[src/rtl/core/hte_pkg.sv]
// Package for the HTML text extractor: payload structs, sequencer codes,
// entity tables and the whitespace test. No dependencies.
package hte_pkg;

  // Sizes of the entity table and the decoder buffer
  localparam int ENT_NUM    = 7;
  localparam int ENT_MAXLEN = 6;
  localparam int ENT_BUF    = 5;

  // Per-request result cap
  localparam logic [3:0] RES_MAX = 4'd8;

  // Character codes
  localparam logic [7:0] CH_LT  = 8'h3C;
  localparam logic [7:0] CH_GT  = 8'h3E;
  localparam logic [7:0] CH_AMP = 8'h26;
  localparam logic [7:0] CH_SP  = 8'h20;

  // Entity spellings, zero padded
  localparam logic [7:0] ENT_TEXT [ENT_NUM][ENT_MAXLEN] = '{
    '{8'h26, 8'h61, 8'h6D, 8'h70, 8'h3B, 8'h00},  // &amp;
    '{8'h26, 8'h71, 8'h75, 8'h6F, 8'h74, 8'h3B},  // &quot;
    '{8'h26, 8'h23, 8'h78, 8'h32, 8'h37, 8'h3B},  // &#x27;
    '{8'h26, 8'h23, 8'h33, 8'h39, 8'h3B, 8'h00},  // &#39;
    '{8'h26, 8'h6C, 8'h74, 8'h3B, 8'h00, 8'h00},  // &lt;
    '{8'h26, 8'h67, 8'h74, 8'h3B, 8'h00, 8'h00},  // &gt;
    '{8'h26, 8'h6E, 8'h62, 8'h73, 8'h70, 8'h3B}   // &nbsp;
  };
  localparam logic [3:0] ENT_LEN [ENT_NUM] = '{4'd5, 4'd6, 4'd6, 4'd5, 4'd4, 4'd4, 4'd6};
  localparam logic [7:0] ENT_CHAR [ENT_NUM] = '{
    8'h26, 8'h22, 8'h27, 8'h27, 8'h3C, 8'h3E, 8'h20
  };

  // Channel payloads
  typedef struct packed {
    logic [7:0] text_byte;
    logic       end_of_text;
  } hte_in_t;

  typedef struct packed {
    logic [7:0] out_byte;
    logic       byte_valid;
    logic       text_done;
    logic       run_last;
  } hte_out_t;

  // One result before run_last is known
  typedef struct packed {
    logic [7:0] out_byte;
    logic       byte_valid;
    logic       text_done;
  } hte_res_t;

  // Sequencer to result buffer
  typedef struct packed {
    logic     push;
    logic     close;
    hte_res_t res;
  } hte_rbuf_req_t;

  // Result buffer to sequencer
  typedef struct packed {
    logic push_ok;
    logic close_ok;
  } hte_rbuf_rsp_t;

  // Entity compare unit result
  typedef struct packed {
    logic       full;
    logic       prefix;
    logic [7:0] ch;
  } hte_match_t;

  typedef enum logic [2:0] {
    S_IDLE,
    S_STRIP,
    S_DEC,
    S_FLUSH,
    S_END,
    S_FINISH
  } hte_state_t;

  typedef enum logic [1:0] {
    DK_START,
    DK_FULL,
    DK_GROW,
    DK_MISS
  } hte_dec_t;

  function automatic logic is_ws(input logic [7:0] c);
    return (c inside {CH_SP, [8'h09:8'h0D]});
  endfunction

endpackage

[src/rtl/core/hte_ent_match.sv]
// Entity compare unit: checks the buffered entity bytes plus one new byte
// against every entity spelling. Depends on hte_pkg.
module hte_ent_match (
  input  logic [hte_pkg::ENT_BUF-1:0][7:0] ent_buf,
  input  logic [2:0]                       ent_cnt,
  input  logic [7:0]                       x_byte,
  output hte_pkg::hte_match_t              match
);
  import hte_pkg::*;

  logic [ENT_NUM-1:0] hit;
  logic [ENT_NUM-1:0] full;
  logic [3:0]         cnt_p1;

  assign cnt_p1 = {1'b0, ent_cnt} + 4'd1;

  // Compare the candidate against each spelling in parallel
  always_comb begin
    match = '0;
    for (int i = 0; i < ENT_NUM; i++) begin
      hit[i] = (ENT_LEN[i] >= cnt_p1);
      for (int j = 0; j < ENT_BUF; j++) begin
        if (3'(j) < ent_cnt) begin
          hit[i] = hit[i] && (ent_buf[j] == ENT_TEXT[i][j]);
        end
      end
      for (int j = 0; j < ENT_MAXLEN; j++) begin
        if (3'(j) == ent_cnt) begin
          hit[i] = hit[i] && (x_byte == ENT_TEXT[i][j]);
        end
      end
      full[i] = hit[i] && (ENT_LEN[i] == cnt_p1);
    end
    match.full   = |full;
    match.prefix = |(hit & ~full);
    for (int i = 0; i < ENT_NUM; i++) begin
      if (full[i]) begin
        match.ch = match.ch | ENT_CHAR[i];
      end
    end
  end

endmodule

[src/rtl/core/hte_res_buf.sv]
// Result buffer: holds the newest result until the next one or the end of
// the request shows whether it is the last, then drives the output register.
// Depends on hte_pkg.
module hte_res_buf (
  input  logic                   clk,
  input  logic                   rst_n,
  input  hte_pkg::hte_rbuf_req_t req,
  output hte_pkg::hte_rbuf_rsp_t rsp,
  output logic                   out_valid,
  input  logic                   out_ready,
  output hte_pkg::hte_out_t      out_data
);
  import hte_pkg::*;

  hte_res_t hold_r, hold_nxt;
  logic     hold_v_r, hold_v_nxt;
  hte_out_t out_r, out_nxt;
  logic     out_v_r, out_v_nxt;
  logic     out_free;

  assign out_free  = !out_v_r || out_ready;
  assign out_valid = out_v_r;
  assign out_data  = out_r;

  // Spill the held result on a new push or on close
  always_comb begin
    rsp.push_ok  = !hold_v_r || out_free;
    rsp.close_ok = !hold_v_r || out_free;
    hold_nxt     = hold_r;
    hold_v_nxt   = hold_v_r;
    out_nxt      = out_r;
    out_v_nxt    = out_v_r && !out_ready;
    if (req.push && rsp.push_ok) begin
      if (hold_v_r) begin
        out_nxt.out_byte   = hold_r.out_byte;
        out_nxt.byte_valid = hold_r.byte_valid;
        out_nxt.text_done  = hold_r.text_done;
        out_nxt.run_last   = 1'b0;
        out_v_nxt          = 1'b1;
      end
      hold_nxt   = req.res;
      hold_v_nxt = 1'b1;
    end else if (req.close && rsp.close_ok && hold_v_r) begin
      out_nxt.out_byte   = hold_r.out_byte;
      out_nxt.byte_valid = hold_r.byte_valid;
      out_nxt.text_done  = hold_r.text_done;
      out_nxt.run_last   = 1'b1;
      out_v_nxt          = 1'b1;
      hold_v_nxt         = 1'b0;
    end
  end

  always_ff @(posedge clk) begin
    if (!rst_n) begin
      hold_v_r <= 1'b0;
      out_v_r  <= 1'b0;
    end else begin
      hold_v_r <= hold_v_nxt;
      out_v_r  <= out_v_nxt;
    end
  end

  always_ff @(posedge clk) begin
    hold_r <= hold_nxt;
    out_r  <= out_nxt;
  end

`ifndef SYNTHESIS
  a_push_close_excl: assert property (@(posedge clk) disable iff (!rst_n)
    !(req.push && req.close))
    else $error("push and close in the same cycle");

  a_close_empties: assert property (@(posedge clk) disable iff (!rst_n)
    req.close && rsp.close_ok |=> !hold_v_r)
    else $error("held result survived close");

  a_push_fills: assert property (@(posedge clk) disable iff (!rst_n)
    req.push && rsp.push_ok |=> hold_v_r)
    else $error("pushed result not held");

  a_spill_not_last: assert property (@(posedge clk) disable iff (!rst_n)
    hold_v_r && req.push && rsp.push_ok |=> out_v_r && !out_r.run_last)
    else $error("spilled result missing or marked last");
`endif

endmodule

[src/rtl/core/html_text_extractor.sv]
// HTML text extractor top level: request register, tag strip, entity
// decode sequencer and space normalizer. Depends on hte_pkg, hte_ent_match
// and hte_res_buf.
//
// One request at a time: in_ready is high only while the sequencer is idle.
// Besides each accepted text byte outside a tag, the decoder takes extra
// bytes (the inserted gap space or a byte replayed after an unmatched '&'),
// and a pending space may be written ahead of a byte. The sequencer feeds
// one byte per cycle through the shared entity compare unit, unless the
// result buffer cannot take a result or a pending space goes out first, and
// writes at most one result per cycle into the result buffer. An end request
// flushes each buffered entity byte, with a pending space ahead of them if
// one is due. A stalled output channel stalls the sequencer once the
// holding register and the output register are both full.
module html_text_extractor (
  input  logic              clk,
  input  logic              rst_n,
  input  logic              in_valid,
  output logic              in_ready,
  input  hte_pkg::hte_in_t  in_data,
  output logic              out_valid,
  input  logic              out_ready,
  output hte_pkg::hte_out_t out_data
);
  import hte_pkg::*;

  hte_state_t state_r, state_nxt;
  hte_in_t    in_r, in_nxt;

  // Tag strip state
  logic inside_tag_r, inside_tag_nxt;
  logic tag_gap_r, tag_gap_nxt;
  logic strip_wrote_r, strip_wrote_nxt;
  logic strip_last_sp_r, strip_last_sp_nxt;

  // Entity decode state and replay queue
  logic [ENT_BUF-1:0][7:0] ent_buf_r, ent_buf_nxt;
  logic [2:0]              ent_cnt_r, ent_cnt_nxt;
  logic [ENT_BUF-1:0][7:0] rq_r, rq_nxt;
  logic [2:0]              rq_cnt_r, rq_cnt_nxt;
  logic                    feed_gap_r, feed_gap_nxt;
  logic                    feed_c_r, feed_c_nxt;
  logic [2:0]              flush_idx_r, flush_idx_nxt;

  // Normalizer state
  logic space_pending_r, space_pending_nxt;
  logic norm_wrote_r, norm_wrote_nxt;

  logic [3:0] res_cnt_r, res_cnt_nxt;

  hte_rbuf_req_t rb_req;
  hte_rbuf_rsp_t rb_rsp;
  hte_match_t    match;

  logic [7:0] dec_x;
  logic [7:0] dec_y;
  logic       dec_yv;
  hte_dec_t   dec_kind;
  logic [2:0] flush_n;
  logic [7:0] flush_byte;
  logic       cap_full;
  logic       can_emit;

  logic [7:0] ny;
  logic       nv;
  logic       norm_want;
  logic [7:0] norm_byte;
  logic       norm_ok;
  logic       sp_set;
  logic       sp_clr;
  logic       wrote_set;

  logic     emit_go;
  hte_res_t emit_res;

  assign cap_full   = (res_cnt_r == RES_MAX);
  assign can_emit   = rb_rsp.push_ok || cap_full;
  assign flush_n    = (ent_cnt_r <= 3'(ENT_BUF)) ? ent_cnt_r : 3'd0;
  assign flush_byte = ent_buf_r[flush_idx_r];

  hte_ent_match u_match (
    .ent_buf (ent_buf_r),
    .ent_cnt (ent_cnt_r),
    .x_byte  (dec_x),
    .match   (match)
  );

  hte_res_buf u_res_buf (
    .clk       (clk),
    .rst_n     (rst_n),
    .req       (rb_req),
    .rsp       (rb_rsp),
    .out_valid (out_valid),
    .out_ready (out_ready),
    .out_data  (out_data)
  );

  // Pick the next decoder byte and classify the decode step
  always_comb begin
    if (rq_cnt_r != 3'd0) begin
      dec_x = rq_r[0];
    end else if (feed_gap_r) begin
      dec_x = CH_SP;
    end else begin
      dec_x = in_r.text_byte;
    end
    dec_y  = dec_x;
    dec_yv = 1'b0;
    if (ent_cnt_r == 3'd0 || ent_cnt_r > 3'(ENT_BUF)) begin
      dec_kind = DK_START;
      dec_yv   = (dec_x != CH_AMP);
    end else if (match.full) begin
      dec_kind = DK_FULL;
      dec_yv   = 1'b1;
      dec_y    = match.ch;
    end else if (match.prefix && ent_cnt_r < 3'(ENT_BUF)) begin
      dec_kind = DK_GROW;
    end else begin
      dec_kind = DK_MISS;
      dec_yv   = 1'b1;
      dec_y    = CH_AMP;
    end
  end

  // Normalize one byte: drop whitespace into a pending space, emit it lazily
  always_comb begin
    ny        = (state_r == S_FLUSH) ? flush_byte : dec_y;
    nv        = (state_r == S_FLUSH) ? 1'b1 : dec_yv;
    norm_want = 1'b0;
    norm_byte = ny;
    norm_ok   = 1'b1;
    sp_set    = 1'b0;
    sp_clr    = 1'b0;
    wrote_set = 1'b0;
    if (nv) begin
      if (is_ws(ny)) begin
        sp_set = 1'b1;
      end else if (space_pending_r && norm_wrote_r) begin
        norm_want = 1'b1;
        norm_byte = CH_SP;
        norm_ok   = 1'b0;
        sp_clr    = can_emit;
      end else begin
        norm_want = 1'b1;
        norm_ok   = can_emit;
        sp_clr    = can_emit;
        wrote_set = can_emit;
      end
    end
  end

  // Sequencer: next state and register updates
  always_comb begin
    state_nxt         = state_r;
    in_nxt            = in_r;
    inside_tag_nxt    = inside_tag_r;
    tag_gap_nxt       = tag_gap_r;
    strip_wrote_nxt   = strip_wrote_r;
    strip_last_sp_nxt = strip_last_sp_r;
    ent_buf_nxt       = ent_buf_r;
    ent_cnt_nxt       = ent_cnt_r;
    rq_nxt            = rq_r;
    rq_cnt_nxt        = rq_cnt_r;
    feed_gap_nxt      = feed_gap_r;
    feed_c_nxt        = feed_c_r;
    flush_idx_nxt     = flush_idx_r;
    space_pending_nxt = space_pending_r;
    norm_wrote_nxt    = norm_wrote_r;
    res_cnt_nxt       = res_cnt_r;
    in_ready          = 1'b0;
    emit_go           = 1'b0;
    emit_res          = '0;
    rb_req            = '0;

    case (state_r)
      S_IDLE: begin
        in_ready = 1'b1;
        if (in_valid) begin
          in_nxt        = in_data;
          res_cnt_nxt   = 4'd0;
          flush_idx_nxt = 3'd0;
          state_nxt     = in_data.end_of_text ? S_FLUSH : S_STRIP;
        end
      end

      // Strip tags and arm the gap space
      S_STRIP: begin
        if (in_r.text_byte == CH_LT) begin
          if (strip_wrote_r) begin
            tag_gap_nxt = 1'b1;
          end
          inside_tag_nxt = 1'b1;
        end else if (inside_tag_r) begin
          if (in_r.text_byte == CH_GT) begin
            inside_tag_nxt = 1'b0;
          end
        end else begin
          feed_gap_nxt = tag_gap_r && strip_wrote_r && !strip_last_sp_r &&
                         !is_ws(in_r.text_byte);
          feed_c_nxt        = 1'b1;
          tag_gap_nxt       = 1'b0;
          strip_wrote_nxt   = 1'b1;
          strip_last_sp_nxt = is_ws(in_r.text_byte);
        end
        state_nxt = S_DEC;
      end

      // Advance one decoder byte per cycle while the normalizer accepts it
      S_DEC: begin
        if (rq_cnt_r == 3'd0 && !feed_gap_r && !feed_c_r) begin
          state_nxt = S_FINISH;
        end else begin
          emit_go  = norm_want && can_emit;
          emit_res = '{out_byte: norm_byte, byte_valid: 1'b1, text_done: 1'b0};
          if (sp_set) space_pending_nxt = 1'b1;
          if (sp_clr) space_pending_nxt = 1'b0;
          if (wrote_set) norm_wrote_nxt = 1'b1;
          if (norm_ok) begin
            // Consume the byte from its source
            if (rq_cnt_r != 3'd0) begin
              for (int k = 0; k < ENT_BUF - 1; k++) begin
                rq_nxt[k] = rq_r[k+1];
              end
              rq_cnt_nxt = rq_cnt_r - 3'd1;
            end else if (feed_gap_r) begin
              feed_gap_nxt = 1'b0;
            end else begin
              feed_c_nxt = 1'b0;
            end
            case (dec_kind)
              DK_START: begin
                if (dec_x == CH_AMP) begin
                  ent_buf_nxt[0] = dec_x;
                  ent_cnt_nxt    = 3'd1;
                end else begin
                  ent_cnt_nxt = 3'd0;
                end
              end
              DK_FULL: begin
                ent_cnt_nxt = 3'd0;
              end
              DK_GROW: begin
                for (int k = 0; k < ENT_BUF; k++) begin
                  if (3'(k) == ent_cnt_r) begin
                    ent_buf_nxt[k] = dec_x;
                  end
                end
                ent_cnt_nxt = ent_cnt_r + 3'd1;
              end
              DK_MISS: begin
                // Replay the bytes after the literal '&', then this byte
                for (int k = 0; k < ENT_BUF - 1; k++) begin
                  rq_nxt[k] = (3'(k + 1) < ent_cnt_r) ? ent_buf_r[k+1] : dec_x;
                end
                rq_nxt[ENT_BUF-1] = dec_x;
                rq_cnt_nxt        = ent_cnt_r;
                ent_cnt_nxt       = 3'd0;
              end
              default: begin
                ent_cnt_nxt = 3'd0;
              end
            endcase
          end
        end
      end

      // Emit buffered entity bytes literally
      S_FLUSH: begin
        if (flush_idx_r == flush_n) begin
          state_nxt = S_END;
        end else begin
          emit_go  = norm_want && can_emit;
          emit_res = '{out_byte: norm_byte, byte_valid: 1'b1, text_done: 1'b0};
          if (sp_set) space_pending_nxt = 1'b1;
          if (sp_clr) space_pending_nxt = 1'b0;
          if (wrote_set) norm_wrote_nxt = 1'b1;
          if (norm_ok) begin
            flush_idx_nxt = flush_idx_r + 3'd1;
          end
        end
      end

      // Give the end result and clear every stage
      S_END: begin
        if (can_emit) begin
          emit_go           = 1'b1;
          emit_res          = '{out_byte: 8'h00, byte_valid: 1'b0, text_done: 1'b1};
          inside_tag_nxt    = 1'b0;
          tag_gap_nxt       = 1'b0;
          strip_wrote_nxt   = 1'b0;
          strip_last_sp_nxt = 1'b0;
          ent_cnt_nxt       = 3'd0;
          space_pending_nxt = 1'b0;
          norm_wrote_nxt    = 1'b0;
          state_nxt         = S_FINISH;
        end
      end

      // Release the held result as the last of this request
      S_FINISH: begin
        rb_req.close = 1'b1;
        if (rb_rsp.close_ok) begin
          state_nxt = S_IDLE;
        end
      end

      default: begin
        state_nxt = S_IDLE;
      end
    endcase

    // Push the result unless the per-request cap is reached
    if (emit_go && !cap_full) begin
      rb_req.push = 1'b1;
      rb_req.res  = emit_res;
      res_cnt_nxt = res_cnt_r + 4'd1;
    end
  end

  always_ff @(posedge clk) begin
    if (!rst_n) begin
      state_r         <= S_IDLE;
      inside_tag_r    <= 1'b0;
      tag_gap_r       <= 1'b0;
      strip_wrote_r   <= 1'b0;
      strip_last_sp_r <= 1'b0;
      ent_cnt_r       <= 3'd0;
      rq_cnt_r        <= 3'd0;
      feed_gap_r      <= 1'b0;
      feed_c_r        <= 1'b0;
      flush_idx_r     <= 3'd0;
      space_pending_r <= 1'b0;
      norm_wrote_r    <= 1'b0;
      res_cnt_r       <= 4'd0;
    end else begin
      state_r         <= state_nxt;
      inside_tag_r    <= inside_tag_nxt;
      tag_gap_r       <= tag_gap_nxt;
      strip_wrote_r   <= strip_wrote_nxt;
      strip_last_sp_r <= strip_last_sp_nxt;
      ent_cnt_r       <= ent_cnt_nxt;
      rq_cnt_r        <= rq_cnt_nxt;
      feed_gap_r      <= feed_gap_nxt;
      feed_c_r        <= feed_c_nxt;
      flush_idx_r     <= flush_idx_nxt;
      space_pending_r <= space_pending_nxt;
      norm_wrote_r    <= norm_wrote_nxt;
      res_cnt_r       <= res_cnt_nxt;
    end
  end

  // Payload registers
  always_ff @(posedge clk) begin
    in_r      <= in_nxt;
    ent_buf_r <= ent_buf_nxt;
    rq_r      <= rq_nxt;
  end

endmodule
[config.mk]
export PLATFORM = sky130hd
export DESIGN_NAME = html_text_extractor
export DESIGN_NICKNAME = d
export VERILOG_FILES = /design/src/rtl/core/hte_pkg.sv /design/src/rtl/core/hte_ent_match.sv /design/src/rtl/core/hte_res_buf.sv /design/src/rtl/core/html_text_extractor.sv
export SDC_FILE = /design/constraint.sdc
export NUM_CORES = 1
export LEC_CHECK = 0
export BUFFER_PORTS_ARGS = -buffer_cell sky130_fd_sc_hd__buf_4
export CAP_MARGIN = 10
export CORE_MARGIN = 2
export CORE_UTILIZATION = 40
export CTS_CLUSTER_SIZE = 16
export DETAILED_ROUTE_END_ITERATION = 10
export GPL_TIMING_DRIVEN = 0
export PLACE_DENSITY = 0.66
export SLEW_MARGIN = 10
export SYNTH_ARGS = -nofsm -noshare
export SYNTH_HDL_FRONTEND = slang
export SYNTH_SLANG_ARGS = --single-unit
[constraint.sdc]
create_clock -name clk -period 6.9 [get_ports clk]
set_input_delay 1.38 -clock clk [delete_from_list [all_inputs] [get_ports clk]]
set_output_delay 1.38 -clock clk [all_outputs]
set_load 0.01 [all_outputs]
* Word-level counts from Yosys, hierarchy flattened *
Cells that the tools add are included.

storage, ports and cells
  logic and storage cells = 484
  input bits = 13
  register bits after elaboration = 135

cells by class
  reductions and logical operators = 148
  equal/unequal tests = 84
  order comparisons = 16
  muxes and demuxes = 195
  $add $sub $neg = 5
  bitwise gates (word level) = 3

operators by type and width
  kind                                                               count
  equality test 8 x 7 -> 1 bit, second input constant                28
  equality test 8 x 6 -> 1 bit, second input constant                19
  two-way mux 1 bit                                                  129
  two-way mux 8 bit                                                  16
  logical AND 1 bit                                                  95
  two-way mux 32 bit                                                 2
  two-way mux 3 bit                                                  14
  two-way mux 6 bit                                                  7
  two-way mux 11 bit                                                 3
  one-hot mux 10 bit (3 select lines)                                1
  != test 2 bit, second input constant                               14
  AND reduction 4 bit                                                7
  AND reduction 5 bit                                                5
  binary-select mux 8 bit (select 3 bit)                             1
  nonzero test 2 bit                                                 11
  two-way mux 10 bit                                                 2
  one-hot mux 3 bit (6 select lines)                                 1
  greater-or-equal comparator 8 x 4 -> 1 bit, second input constant  2
  less-or-equal comparator 8 x 4 -> 1 bit, second input constant     2
  logical NOT 8 bit                                                  2
  one-hot mux 8 bit (2 select lines)                                 1
  OR reduction 7 bit                                                 2
  equality test 3 x 4 -> 1 bit, first input constant                 3
  greater-or-equal comparator 3 x 4 -> 1 bit, first input constant   3
  other kinds (42)                                                   81

* Logic depth before layout (Yosys ltp) *
Gate-level depths: netlist of run 1.

  word-level depth = 48
  mapped depth = 22
  mapped depth without buffers = 18

* Modules after synthesis *
From an unflattened synthesis of run 1, not the netlist that was laid out.

unflattened totals
  cell total of the unflattened synthesis = 811
  area total of the unflattened synthesis = 7962.6 um^2

by module, submodules not included
  module               times used  sequential area each (um^2)  area an instance (um^2)  cells each
  html_text_extractor  1           3123.0                       5886.9                   580
  hte_ent_match        1           0.0                          1337.5                   197
  hte_res_buf          1           670.6                        738.2                    34

* Worst setup path after synthesis of run 1 *
OpenSTA, ideal clock, no wires.

  path type = reg-to-reg
  from = register rq_cnt_r[0]
  to = register rq_r[0] (netlist name), enable pin
  path slack = 1101 ps
  data arrival time = 5378 ps
  clock period less this slack = 5799 ps
  data required time = 6479 ps
  stages on the path, launching flop included = 21
  cells stage by stage = dfxtp_1 inv_1 ha_1 nand2b_4 buf_6 buf_12 mux2i_4 inv_2 nor4_4 and3_1 o22ai_1 or4_4 a311o_1 a211o_1 a21o_1 a211oi_1 mux2_4 a211oi_2 nand2b_1 buf_2 nor2_1

on the way
  word-level cells in the longest chain between the ends = 32
  elaborated cells on any way between the ends = 152
  those cells by class = order compare: 2; eq/ne: 23; mux: 63; bitwise: 3; reduce/logical: 61

ends and longest elaborated chain
  item                                                                                                          line                        text
  start, declared                                                                                               html_text_extractor.sv:40   logic [2:0] rq_cnt_r, rq_cnt_nxt;
  start signal, assigned                                                                                        html_text_extractor.sv:342  rq_cnt_r <= rq_cnt_nxt;
  nonzero test 3 bit (*)                                                                                        html_text_extractor.sv:100  if (rq_cnt_r != 3'd0) begin
  two-way mux 8 bit (*)                                                                                         html_text_extractor.sv:100
  net dec_x[7]                                                                                                  html_text_extractor.sv:55   logic [7:0] dec_x;
  equality test 8 x 6 -> 1 bit                                                                                  hte_ent_match.sv:29         hit[i] = hit[i] && (x_byte == ENT_TEXT[i][j]);
  logical AND 1 bit                                                                                             hte_ent_match.sv:29
  two-way mux 1 bit                                                                                             hte_ent_match.sv:28         if (3'(j) == ent_cnt) begin
  logical AND 1 bit                                                                                             hte_ent_match.sv:29
  two-way mux 1 bit                                                                                             hte_ent_match.sv:28
  [... 17 more ...]                                                                                             --
  two-way mux 8 bit                                                                                             html_text_extractor.sv:109  if (ent_cnt_r == 3'd0 || ent_cnt_r > 3'(ENT_BUF)) begin
  two-way mux 8 bit                                                                                             html_text_extractor.sv:127  ny = (state_r == S_FLUSH) ? flush_byte : dec_y;
  greater-or-equal comparator 8 x 4 -> 1 bit / less-or-equal comparator 8 x 4 -> 1 bit (equally long branches)  hte_pkg.sv:91               return (c inside {CH_SP, [8'h09:8'h0D]});
  logical AND 1 bit                                                                                             hte_pkg.sv:91
  nonzero test 2 bit                                                                                            hte_pkg.sv:91
  two-way mux 1 bit                                                                                             html_text_extractor.sv:136  if (is_ws(ny)) begin
  two-way mux 1 bit                                                                                             html_text_extractor.sv:135  if (nv) begin
  AND reduction 4 bit (no source line) (*)                                                                      --
  end signal, assigned                                                                                          html_text_extractor.sv:356  rq_r <= rq_nxt;
  end, declared                                                                                                 html_text_extractor.sv:39   logic [ENT_BUF-1:0][7:0] rq_r, rq_nxt;

The timed path passes the listed nets; every way through them passes the cells marked *.
A chain may end at the register's enable or synchronous reset.

* Worst setup path in the final report of run 1 *
  from = register rq_cnt_r[0]
  to = register ent_buf_r[1] (netlist name), enable pin

on the way
  word-level cells in the longest chain between the ends = 32
  elaborated cells on any way between the ends = 155
  those cells by class = order compare: 2; eq/ne: 25; mux: 63; bitwise: 3; reduce/logical: 62

ends and longest elaborated chain
  item                                                                                                          line                                             text
  nonzero test 3 bit (*)                                                                                        html_text_extractor.sv:100
  two-way mux 8 bit (*)                                                                                         html_text_extractor.sv:100
  net dec_x[0]                                                                                                  html_text_extractor.sv:55
  equality test 8 x 6 -> 1 bit                                                                                  hte_ent_match.sv:29, html_text_extractor.sv:232
  logical AND 1 bit                                                                                             hte_ent_match.sv:29
  two-way mux 1 bit                                                                                             hte_ent_match.sv:28
  logical AND 1 bit                                                                                             hte_ent_match.sv:29
  two-way mux 1 bit                                                                                             hte_ent_match.sv:28
  [... 17 more ...]                                                                                             --
  two-way mux 8 bit                                                                                             html_text_extractor.sv:109
  two-way mux 8 bit                                                                                             html_text_extractor.sv:127
  greater-or-equal comparator 8 x 4 -> 1 bit / less-or-equal comparator 8 x 4 -> 1 bit (equally long branches)  hte_pkg.sv:91
  logical AND 1 bit                                                                                             hte_pkg.sv:91
  nonzero test 2 bit                                                                                            hte_pkg.sv:91
  two-way mux 1 bit                                                                                             html_text_extractor.sv:136
  two-way mux 1 bit                                                                                             html_text_extractor.sv:135
  AND reduction 6 bit (no source line) (*)                                                                      --
  end signal, assigned                                                                                          html_text_extractor.sv:355                       ent_buf_r <= ent_buf_nxt;
  end, declared                                                                                                 html_text_extractor.sv:37                        logic [ENT_BUF-1:0][7:0] ent_buf_r, ent_buf_nxt;

Marks and branches as above.

==> metrics.csv, run 1 <==
metric,value,unit
synthToLayoutAreaGrowth,14.5,%
synth.net_count,807,
synthDistinctLibCells,88,
vdd.ir_drop.worst,0.141,mV
antennaDiodeCount,0,
tritoncts,done,
fmax,0.158,GHz
worst-slew-pin-transition,0.941,ns
post-synth-top-count-cell,sky130_fd_sc_hd__edfxtp_1,
cp-start-kind,flip-flop,
synth_edf_count,109,
setup_violations,0,
chipHeight,143,um
drt_first_iter_violations,689,
clkLatencyLatePin,0.43,ns
timing.clock.skew,0.0105,ns
post_cts_hold_buffer_count,0,
maxCapViolCount,0,
antenna_found_initial,0,
synth_async_sr_flop_share,0,
postLayoutCellArea,0.00883,mm^2
cts-root-to-sink-buffers,2,
timing.rr.end,ent_buf_r[1],
worst_case_headroom_to_the_max_slew_limit,0.360,
drt_pass1_iterations,8,
port_buffers,24,
track_usage,0.232,
die-area,0.0204,mm^2
worst_setup_path_endpoint,ent_buf_r[1],
worstSetupPathType,flip-flop to flip-flop,
run_status,finished clean,
reg2reg_depth,19,
placed_cells,1069,
synth.top_cells.by_count,"109 x sky130_fd_sc_hd__edfxtp_1, 89 x sky130_fd_sc_hd__nand2_1, 82 x sky130_fd_sc_hd__nor2_1",
hpwlAfterDp,16500,um
arrival,6.40,ns
synth-seq-cells,135,
grt_max_degree,32,
synth_warnings,0,
start_util,0.409,
grt_pass1_wl,35500,um
post_synth.cell_area_avg,9.83,um^2
via_per_inst,5.98,
detailed_place.area,0.00824,mm^2
post_synth_top_area_share,0.425,
synth_area_leaders,"sky130_fd_sc_hd__edfxtp_1 42%, sky130_fd_sc_hd__dfxtp_1 6.8%, sky130_fd_sc_hd__nand2_1 4.3%, sky130_fd_sc_hd__o21ai_0 4.2%, sky130_fd_sc_hd__nor2_1 4.0%",
synth_largest_area_cell,sky130_fd_sc_hd__edfxtp_1,
r2r_start,rq_cnt_r[0],
min_delay_src,u_res_buf.hold_r[8],
total_leakage_power,3.06,nW
cts-htree-levels,4,
grt_remaining_overflow,0,
fin_crit_sh,0.919,
hold-worst-slack,0.420,ns
critical_path_sink_type,flip-flop,
wl_per_cell,21.0,um
residual_drc_count,0,
root_buffer,sky130_fd_sc_hd__clkbuf_16,
timing.hold.worst.class,flip-flop to flip-flop,
crit_fanout,13,
worstSetupStartpoint,rq_cnt_r[0],
synth_top_flop_cell,sky130_fd_sc_hd__edfxtp_1,
clock_transition_at_the_registers_of_the_reported_paths,0.06,ns
grt_pass1_vias,6219,
register_to_register_setup_slack,0.56,ns
cts_num_sinks,135,
num-fill-cells,1752,
fp.coreArea,0.0188,mm^2
required_time_at_the_worst_slack_endpoint,6.95,ns
floorplan.die.width,143,um
final_core_util,0.469,
io-pin-count,26,
place.gp.congestion,0.985,
wl,23100,um
power_per_cell_area,243,mW/mm^2
rsz0062_at_grt,no,
synth_sequential_area_ratio,0.492,
final.setup.tns,0,ns
post_synth_instance_area,0.00771,mm^2
placement_rows,50,
cts-buffers-inserted,17,
ant_nets,0,
routed-via-count,6583,
final_layout_size_suffix_gt1_frac,0.135,
post_layout_nonfiller_instances,1100,
timing_max_transition_violations_final,0,
count_of_endpoints_failing_hold_in_the_final_timing_report,0,
layout_min_cycle_time,6.34,ns
postSynthCellCount,784,
nNetsFinal,851,
==> placed cells by master, fill, tap and decap left out, types with 17 or more instances in the layout <==
cell                        count
sky130_fd_sc_hd__edfxtp_1     109
sky130_fd_sc_hd__buf_4         24
sky130_fd_sc_hd__clkbuf_16     17
sky130_fd_sc_hd__nand2_1       89
sky130_fd_sc_hd__inv_1         21
sky130_fd_sc_hd__o21ai_0       64
sky130_fd_sc_hd__clkbuf_1      30
sky130_fd_sc_hd__nor3_1        25
sky130_fd_sc_hd__nor2b_1       17
sky130_fd_sc_hd__a21oi_1       57
sky130_fd_sc_hd__nor2_1        81
sky130_fd_sc_hd__dfxtp_1       26
sky130_fd_sc_hd__nand3_1       20
==> cell type report <==
type | count | area (um^2) | area share
Inverter | 29 | 111 | 0.0126
Timing Repair Buffer | 25 | 200 | 0.0227
Multi-Input combinational cell | 580 | 3640 | 0.412
Clock inverter | 12 | 129 | 0.0146
Buffer | 40 | 198 | 0.0224
Sequential cell | 135 | 3790 | 0.430
Tap cell | 260 | 325 | 0.0369
Clock buffer | 19 | 433 | 0.0490
==> worst max-delay path, cell delays in order, from the launching register on <==
cell and delay, ns:
sky130_fd_sc_hd__dfxtp_1 0.33, sky130_fd_sc_hd__inv_1 0.08, sky130_fd_sc_hd__ha_1 0.25, sky130_fd_sc_hd__nand2b_4 0.08, sky130_fd_sc_hd__buf_6 0.12, sky130_fd_sc_hd__mux2i_2 0.79, sky130_fd_sc_hd__inv_2 0.36, sky130_fd_sc_hd__nor2_1 0.31
sky130_fd_sc_hd__a31oi_1 0.13, sky130_fd_sc_hd__a2111oi_0 0.72, sky130_fd_sc_hd__nand3_1 0.27, sky130_fd_sc_hd__o211ai_1 0.26, sky130_fd_sc_hd__a211o_1 0.26, sky130_fd_sc_hd__a21oi_4 0.11, sky130_fd_sc_hd__a2111oi_0 0.47, sky130_fd_sc_hd__mux2_4 0.26
sky130_fd_sc_hd__a211oi_2 0.12, sky130_fd_sc_hd__nand2b_1 0.16, sky130_fd_sc_hd__buf_2 0.26, sky130_fd_sc_hd__nor2_1 0.63
==> through the flow <==
stage / power, mW / setup slack, ns
floorplan: 1.16 / 1.10
global placement: 1.27 / -0.811
detailed placement: 1.27 / 0.327
CTS: 2.15 / 0.300
global route: 2.22 / 0.122
finish: 2.14 / 0.558
==> per-layer routing <==
| layer | vias to the layer above | track usage | part of all wire |
|---|---|---|---|
| met5 | - | 0 | 0 |
| met4 | 0 | 0.0980 | 0.037 |
| met3 | 67 | 0.0530 | 0.089 |
| met2 | 348 | 0.364 | 0.46 |
| met1 | 3087 | 0.310 | 0.42 |
| li1 | 3081 | - | - |
==> report_power, final <==
group	internal, mW	switching [mW]
registers	0.917	0.0160
logic	0.102	0.231
clock network	0.528	0.349
total	1.55	0.596
==> registers in the layout, summed over array words and instances, names as in the netlist, 3 cells and up <==
name                flops
u_res_buf.out_data     11
ent_cnt_r               3
res_cnt_r               4
rq_r                   40
in_r                    8
rq_cnt_r                3
state_r                 3
ent_buf_r              40
flush_idx_r             3
u_res_buf.hold_r       10
==> worst min path at each step <==
stage	to	slack, ns	cells after the start
after floorplan	u_res_buf.out_data[10]	0.40	0
after CTS	u_res_buf.out_data[9]	0.42	0
after global placement	u_res_buf.out_data[6]	0.40	0
final	u_res_buf.out_data[9]	0.42	0
after detailed placement	u_res_buf.out_data[9]	0.41	0
after global routing	u_res_buf.out_data[7]	0.43	0
==> kinds of logic after synthesis <==
logic type                 Yosys count  share of synthesized area
AOI/OAI and AO/OA                  221                      0.185
xor gates and xnor gates             2                    0.00227
buffers and inverters               69                     0.0401
muxes                               23                     0.0487
and+or+nand+nor                    324                      0.216
adders and majority gates           10                     0.0162
DFF                                135                      0.492
==> repair_timing <==
item / 4_1_cts / 5_1_grt
resized for setup: 0 / 1
setup endpoints to repair: 0 / 11
setup buffers: 0 / 0
No activity file was read; power rests on OpenSTA's default activity.
==> inputs of run 2 (changes only) <==
CTS_CLUSTER_SIZE = 25   (was 16)
clock period = 6.6 ns   (was 6.9 ns; I/O delays follow)
==> run 2 against run 1 <==
Clock skew is 0.0015 ns lower; cell area hardly changed; total power is 4.5% higher; count of clock-buffer cells in the layout stayed put; sequential power is 4.6% higher; maximum frequency is 2.0% higher; global-route usage stayed put; register-to-register slack worse by 0.17 ns; flip-flop and latch count stayed put; via count is 0.38% lower; worst hold slack hardly changed; highest routed layer unchanged; critical path depth stayed put; critical endpoint is now ent_buf_r[2].
==> metrics.csv, run 2 (same netlist as run 1, synthesis figures left out) <==
metric,value,unit
wl_per_cell,21.0,um
clkLatencyLatePin,0.43,ns
start_util,0.409,
power_per_cell_area,253,mW/mm^2
routed-via-count,6558,
grt_pass1_wl,35500,um
setup_violations,0,
wl,23100,um
switching_share,0.278,
hold-worst-slack,0.420,ns
maxCapViolCount,0,
worstSetupPathType,flip-flop to flip-flop,
detailedPlace.worstSlack,0.0270,ns
chipHeight,143,um
path_cells,"inv_1, ha_1, nand2b_4, buf_6, mux2i_2, inv_2, nor2_1, a31oi_1, a2111oi_0, nand3_1, o211ai_1, a211o_1, a21oi_4, a2111oi_0, mux2_4, a211oi_2, nand2b_1, buf_2, nor2_1",
nNetsFinal,851,
register_to_register_setup_slack,0.38,ns
final_core_util,0.469,
floorplan.die.width,143,um
fin_crit_sh,0.942,
antenna_found_initial,0,
run_status,finished clean,
cts_num_sinks,135,
internal_power,1.62,mW
hpwlAfterDp,16500,um
worst_case_headroom_to_the_max_slew_limit,0.437,
drt_first_iter_violations,813,
final_layout_size_suffix_gt1_frac,0.135,
timing_max_transition_violations_final,0,
synthToLayoutAreaGrowth,14.6,%
power.share.clock,0.410,
grt_max_degree,32,
count_of_endpoints_failing_hold_in_the_final_timing_report,0,
rsz0062_at_grt,yes,
via_per_inst,5.96,
grt_pass1_vias,6219,
io-pin-count,26,
highest_count_cells_in_the_layout_ignoring_fill_and_taps,"109 x sky130_fd_sc_hd__edfxtp_1, 89 x sky130_fd_sc_hd__nand2_1, 81 x sky130_fd_sc_hd__nor2_1",
track_usage,0.232,
comb_power_frac,0.155,
layout_min_cycle_time,6.22,ns
cp-start-kind,flip-flop,
die-area,0.0204,mm^2
cts-buffers-inserted,17,
residual_drc_count,0,
critical_path_sink_type,flip-flop,
clock_transition_at_the_registers_of_the_reported_paths,0.06,ns
post_cts_hold_buffer_count,0,
cts-htree-levels,4,
timing.clock.skew,0.00900,ns
fmax,0.161,GHz
grt_remaining_overflow,0,
crit_fanout,13,
port_buffers,24,
p_switching,622,uW
ant_nets,0,
arrival,6.27,ns
antennaDiodeCount,0,
fp.coreArea,0.0188,mm^2
final.setup.tns,0,ns
drt_pass1_iterations,5,
total_leakage_power,3.06,nW
place.gp.congestion,0.985,
worst_path_largest_cell_delay,0.73,ns
critPathSlowestCell,sky130_fd_sc_hd__a2111oi_0,
vdd.ir_drop.worst,0.148,mV
tritoncts,done,
mostFrequentLayoutCell,sky130_fd_sc_hd__edfxtp_1,
placement_rows,50,
sequential_power_share,0.436,
required_time_at_the_worst_slack_endpoint,6.65,ns
final_worst_slack,0.385,ns
cts-root-to-sink-buffers,2,
timing.hold.worst.class,flip-flop to flip-flop,
root_buffer,sky130_fd_sc_hd__clkbuf_16,
worst-slew-pin-transition,0.823,ns
run 2: changes by cell type in the layout (fill, tap and decap cells not counted):
| cell | change |
|---|---|
| sky130_fd_sc_hd__mux2i_4 | +1 |
| sky130_fd_sc_hd__mux2i_2 | -1 |
run 2: worst max-delay path: cells and delay by family (launching register included):
| kind | cells | cell delay (ns) |
|---|---|---|
| buffers and inverters | 4 | 0.81 |
| AOI/OAI and AO/OA | 7 | 2.08 |
| and+or+nand+nor | 5 | 1.43 |
| DFF | 1 | 0.33 |
| adders and majority gates | 1 | 0.25 |
| muxes | 2 | 0.93 |
run 2: path summary, 6_finish.rpt:
path,from,end,cells past startpoint
max reg2reg,rq_cnt_r[0],ent_buf_r[2],19
min,u_res_buf.hold_r[8],u_res_buf.out_data[9],0
min reg2reg,u_res_buf.hold_r[8],u_res_buf.out_data[9],0
max,rq_cnt_r[0],ent_buf_r[2],19
run 2: power groups by stage:
stage	registers, mW	clock network [mW]	logic (mW)
after global routing	0.979	0.969	0.376
after global placement	0.993	0	0.336
after detailed placement	0.993	0	0.338
after floorplan	0.988	0	0.229
after CTS	0.976	0.932	0.340
final	0.976	0.917	0.347
run 2: timing repair:
item,in CTS,in global routing
hold endpoints to repair,0,0
resized for setup,0,2
buffers inserted,0,0
endpoints found under the setup margin,0,59
run 2: through the flow:
stage	total power, mW	cells	cell area, um^2
after global routing	2.32	1100	8840
final	2.24	1100	8840
after global placement	1.33	1068	8210
after detailed placement	1.33	1069	8240
after CTS	2.25	1100	8800
after floorplan	1.22	784	7710
run 2: cell type report:
cell class / instances / area, um^2
sequential: 135 / 3790
buffer: 40 / 198
multi-input combinational: 580 / 3650
inverter: 29 / 111
tap: 260 / 325
fill: 1754 / 9990
clock buffer: 19 / 433
timing repair buffer: 25 / 200
clock inverter: 12 / 129
run 2: layer usage:
metal	global-route usage	wire, um
met1	0.310	9970
met2	0.364	10600
met3	0.0530	1730
met4	0.0980	782
met5	0	0
==> inputs of run 3 (changes only) <==
CORE_UTILIZATION = 60   (was 40)
PLACE_DENSITY = 0.88   (was 0.66)
==> run 3 against run 2 <==
Cell count down 8.1%; setup slack worse by 0.34 ns; largest power group unchanged; critical path type unchanged; highest routed layer unchanged; wire length up 0.23%; critical path depth unchanged; critical endpoint is now ent_buf_r[10]; worst hold slack about the same.
==> metrics.csv, run 3 (same netlist as run 1, synthesis figures left out) <==
metric,value,unit
run_status,finished clean,
fin_crit_sh,0.994,
cp-start-kind,flip-flop,
worstSetupStartpoint,rq_cnt_r[0],
post_layout_nonfiller_instances,1011,
post_cts_hold_buffer_count,0,
place.gp.congestion,1.05,
placement_rows,41,
clkLatencyLatePin,0.43,ns
start_util,0.613,
vdd.ir_drop.worst,0.268,mV
hpwlAfterDp,16000,um
drt_first_iter_violations,1050,
grt.met3_usage,0.108,
worst_setup_path_endpoint,ent_buf_r[10],
count_of_endpoints_failing_hold_in_the_final_timing_report,0,
setup_violations,0,
maxCapViolCount,0,
placed_cells,980,
final_core_util,0.691,
arrival,6.60,ns
track_usage,0.335,
required_time_at_the_worst_slack_endpoint,6.64,ns
worst-slew-pin-transition,1.15,ns
register_to_register_setup_slack,0.04,ns
antennaDiodeCount,0,
final.setup.tns,0,ns
root_buffer,sky130_fd_sc_hd__clkbuf_16,
grt_pass1_wl,35700,um
timing.rr.end,ent_buf_r[10],
globalRouteMet1Util,0.423,
num-fill-cells,918,
synthToLayoutAreaGrowth,12.6,%
critPathSlowestCell,sky130_fd_sc_hd__nor3_1,
path_cells,"inv_1, ha_1, nand2b_4, buf_6, mux2i_2, inv_2, nor4_1, a21oi_1, nor4bb_1, o21ai_1, a311o_1, a211o_1, a21o_1, a211oi_1, o211a_1, a211oi_2, nand2b_1, buf_2, nor3_1",
cts-htree-levels,4,
min_delay_path_depth,0,
power_per_cell_area,257,mW/mm^2
routed-via-count,6964,
timing.hold.worst.class,flip-flop to flip-flop,
final_layout_size_suffix_gt1_frac,0.132,
cts_num_sinks,135,
drt_pass1_iterations,7,
grt_max_degree,33,
die-area,0.0138,mm^2
timing.clock.skew,0.00585,ns
rsz0062_at_grt,yes,
clock_transition_at_the_registers_of_the_reported_paths,0.06,ns
chipHeight,117,um
worst_path_dominant_cell_family,compound AO/OA/AOI/OAI gates,
number_of_buffer_and_inverter_instances_along_the_worst_setup_path,4,
grt_remaining_overflow,0,
worstSetupPathType,flip-flop to flip-flop,
wl_per_cell,22.9,um
antenna_found_initial,0,
most_congested_layer_reported_by_global_routing,met2,
total_power,2.24,mW
fp.coreArea,0.0126,mm^2
worst_path_largest_cell_delay,0.91,ns
via_per_inst,6.89,
floorplan.die.width,117,um
io-pin-count,26,
nNetsFinal,850,
port_buffers,24,
residual_drc_count,0,
tritoncts,done,
hold-worst-slack,0.419,ns
ant_nets,0,
crit_fanout,13,
fmax,0.152,GHz
worst_case_headroom_to_the_max_slew_limit,0.227,
total_leakage_power,3.03,nW
timing_max_transition_violations_final,0,
cts-root-to-sink-buffers,2,
critical_path_sink_type,flip-flop,
path_depth,19,
wl,23200,um
cts-buffers-inserted,17,
grt_use_met2,0.515,
layout_min_cycle_time,6.56,ns
highest_count_cells_in_the_layout_ignoring_fill_and_taps,"109 x sky130_fd_sc_hd__edfxtp_1, 89 x sky130_fd_sc_hd__nand2_1, 81 x sky130_fd_sc_hd__nor2_1",
r2r_start,rq_cnt_r[0],
mostFrequentLayoutCell,sky130_fd_sc_hd__edfxtp_1,
grt_pass1_vias,6629,
reg2reg_depth,19,
-- run 3: per-stage QoR --
stage                     worst slack (ns)  cell area, um^2
after floorplan                      0.801             7710
after global placement              -0.680             8100
after detailed placement             0.195             8110
after CTS                            0.150             8660
after global routing                -0.142             8680
final                               0.0415             8680
-- run 3: layout make-up --
cell class	instances	area (um^2)	area share
flip-flops and latches	135	3790	0.437
multi-input cells	580	3630	0.418
clock buffers	17	425	0.0490
well taps	172	215	0.0248
plain buffers	40	198	0.0228
repair buffers	24	180	0.0207
clock inverters	14	128	0.0147
inverters	29	111	0.0128
-- run 3: power breakdown --
| part | total [mW] | switching (mW) | internal [mW] | leakage, nW |
|---|---|---|---|---|
| clock | 0.900 | 0.384 | 0.517 | 0.252 |
| sequential | 0.978 | 0.0190 | 0.959 | 1.19 |
| combinational | 0.357 | 0.250 | 0.107 | 1.59 |
| total | 2.24 | 0.653 | 1.58 | 3.03 |
-- run 3: worst reg2reg max path, stage by stage, from the launching register on --
cell and delay [ns]:
sky130_fd_sc_hd__dfxtp_1 0.33, sky130_fd_sc_hd__inv_1 0.07, sky130_fd_sc_hd__ha_1 0.25, sky130_fd_sc_hd__nand2b_4 0.08, sky130_fd_sc_hd__buf_6 0.14, sky130_fd_sc_hd__mux2i_2 0.73
sky130_fd_sc_hd__inv_2 0.35, sky130_fd_sc_hd__nor4_1 0.41, sky130_fd_sc_hd__a21oi_1 0.13, sky130_fd_sc_hd__nor4bb_1 0.33, sky130_fd_sc_hd__o21ai_1 0.22, sky130_fd_sc_hd__a311o_1 0.45
sky130_fd_sc_hd__a211o_1 0.40, sky130_fd_sc_hd__a21o_1 0.21, sky130_fd_sc_hd__a211oi_1 0.34, sky130_fd_sc_hd__o211a_1 0.31, sky130_fd_sc_hd__a211oi_2 0.09, sky130_fd_sc_hd__nand2b_1 0.16
sky130_fd_sc_hd__buf_2 0.24, sky130_fd_sc_hd__nor3_1 0.92
-- run 3: timing repair --
item / in CTS / in global routing
resized for setup: 0 / 4
hold endpoints to repair: 0 / 0
setup buffers: 0 / 0
endpoints found under the setup margin: 0 / 75
-- run 3: worst min-delay path by stage --
stage	startpoint	endpoint	slack, ns
global route	u_res_buf.hold_r[0]	u_res_buf.out_data[1]	0.43
floorplan	u_res_buf.hold_r[9]	u_res_buf.out_data[10]	0.40
global placement	u_res_buf.hold_r[2]	u_res_buf.out_data[3]	0.40
detailed placement	u_res_buf.hold_r[7]	u_res_buf.out_data[8]	0.41
CTS	u_res_buf.hold_r[7]	u_res_buf.out_data[8]	0.42
finish	u_res_buf.hold_r[7]	u_res_buf.out_data[8]	0.42
-- run 3: per-layer routing --
metal	up-vias	wire, um
met1	3310	8760
met3	100	2730
met4	0	1140
met2	492	10500
li1	3062	-
met5	-	0
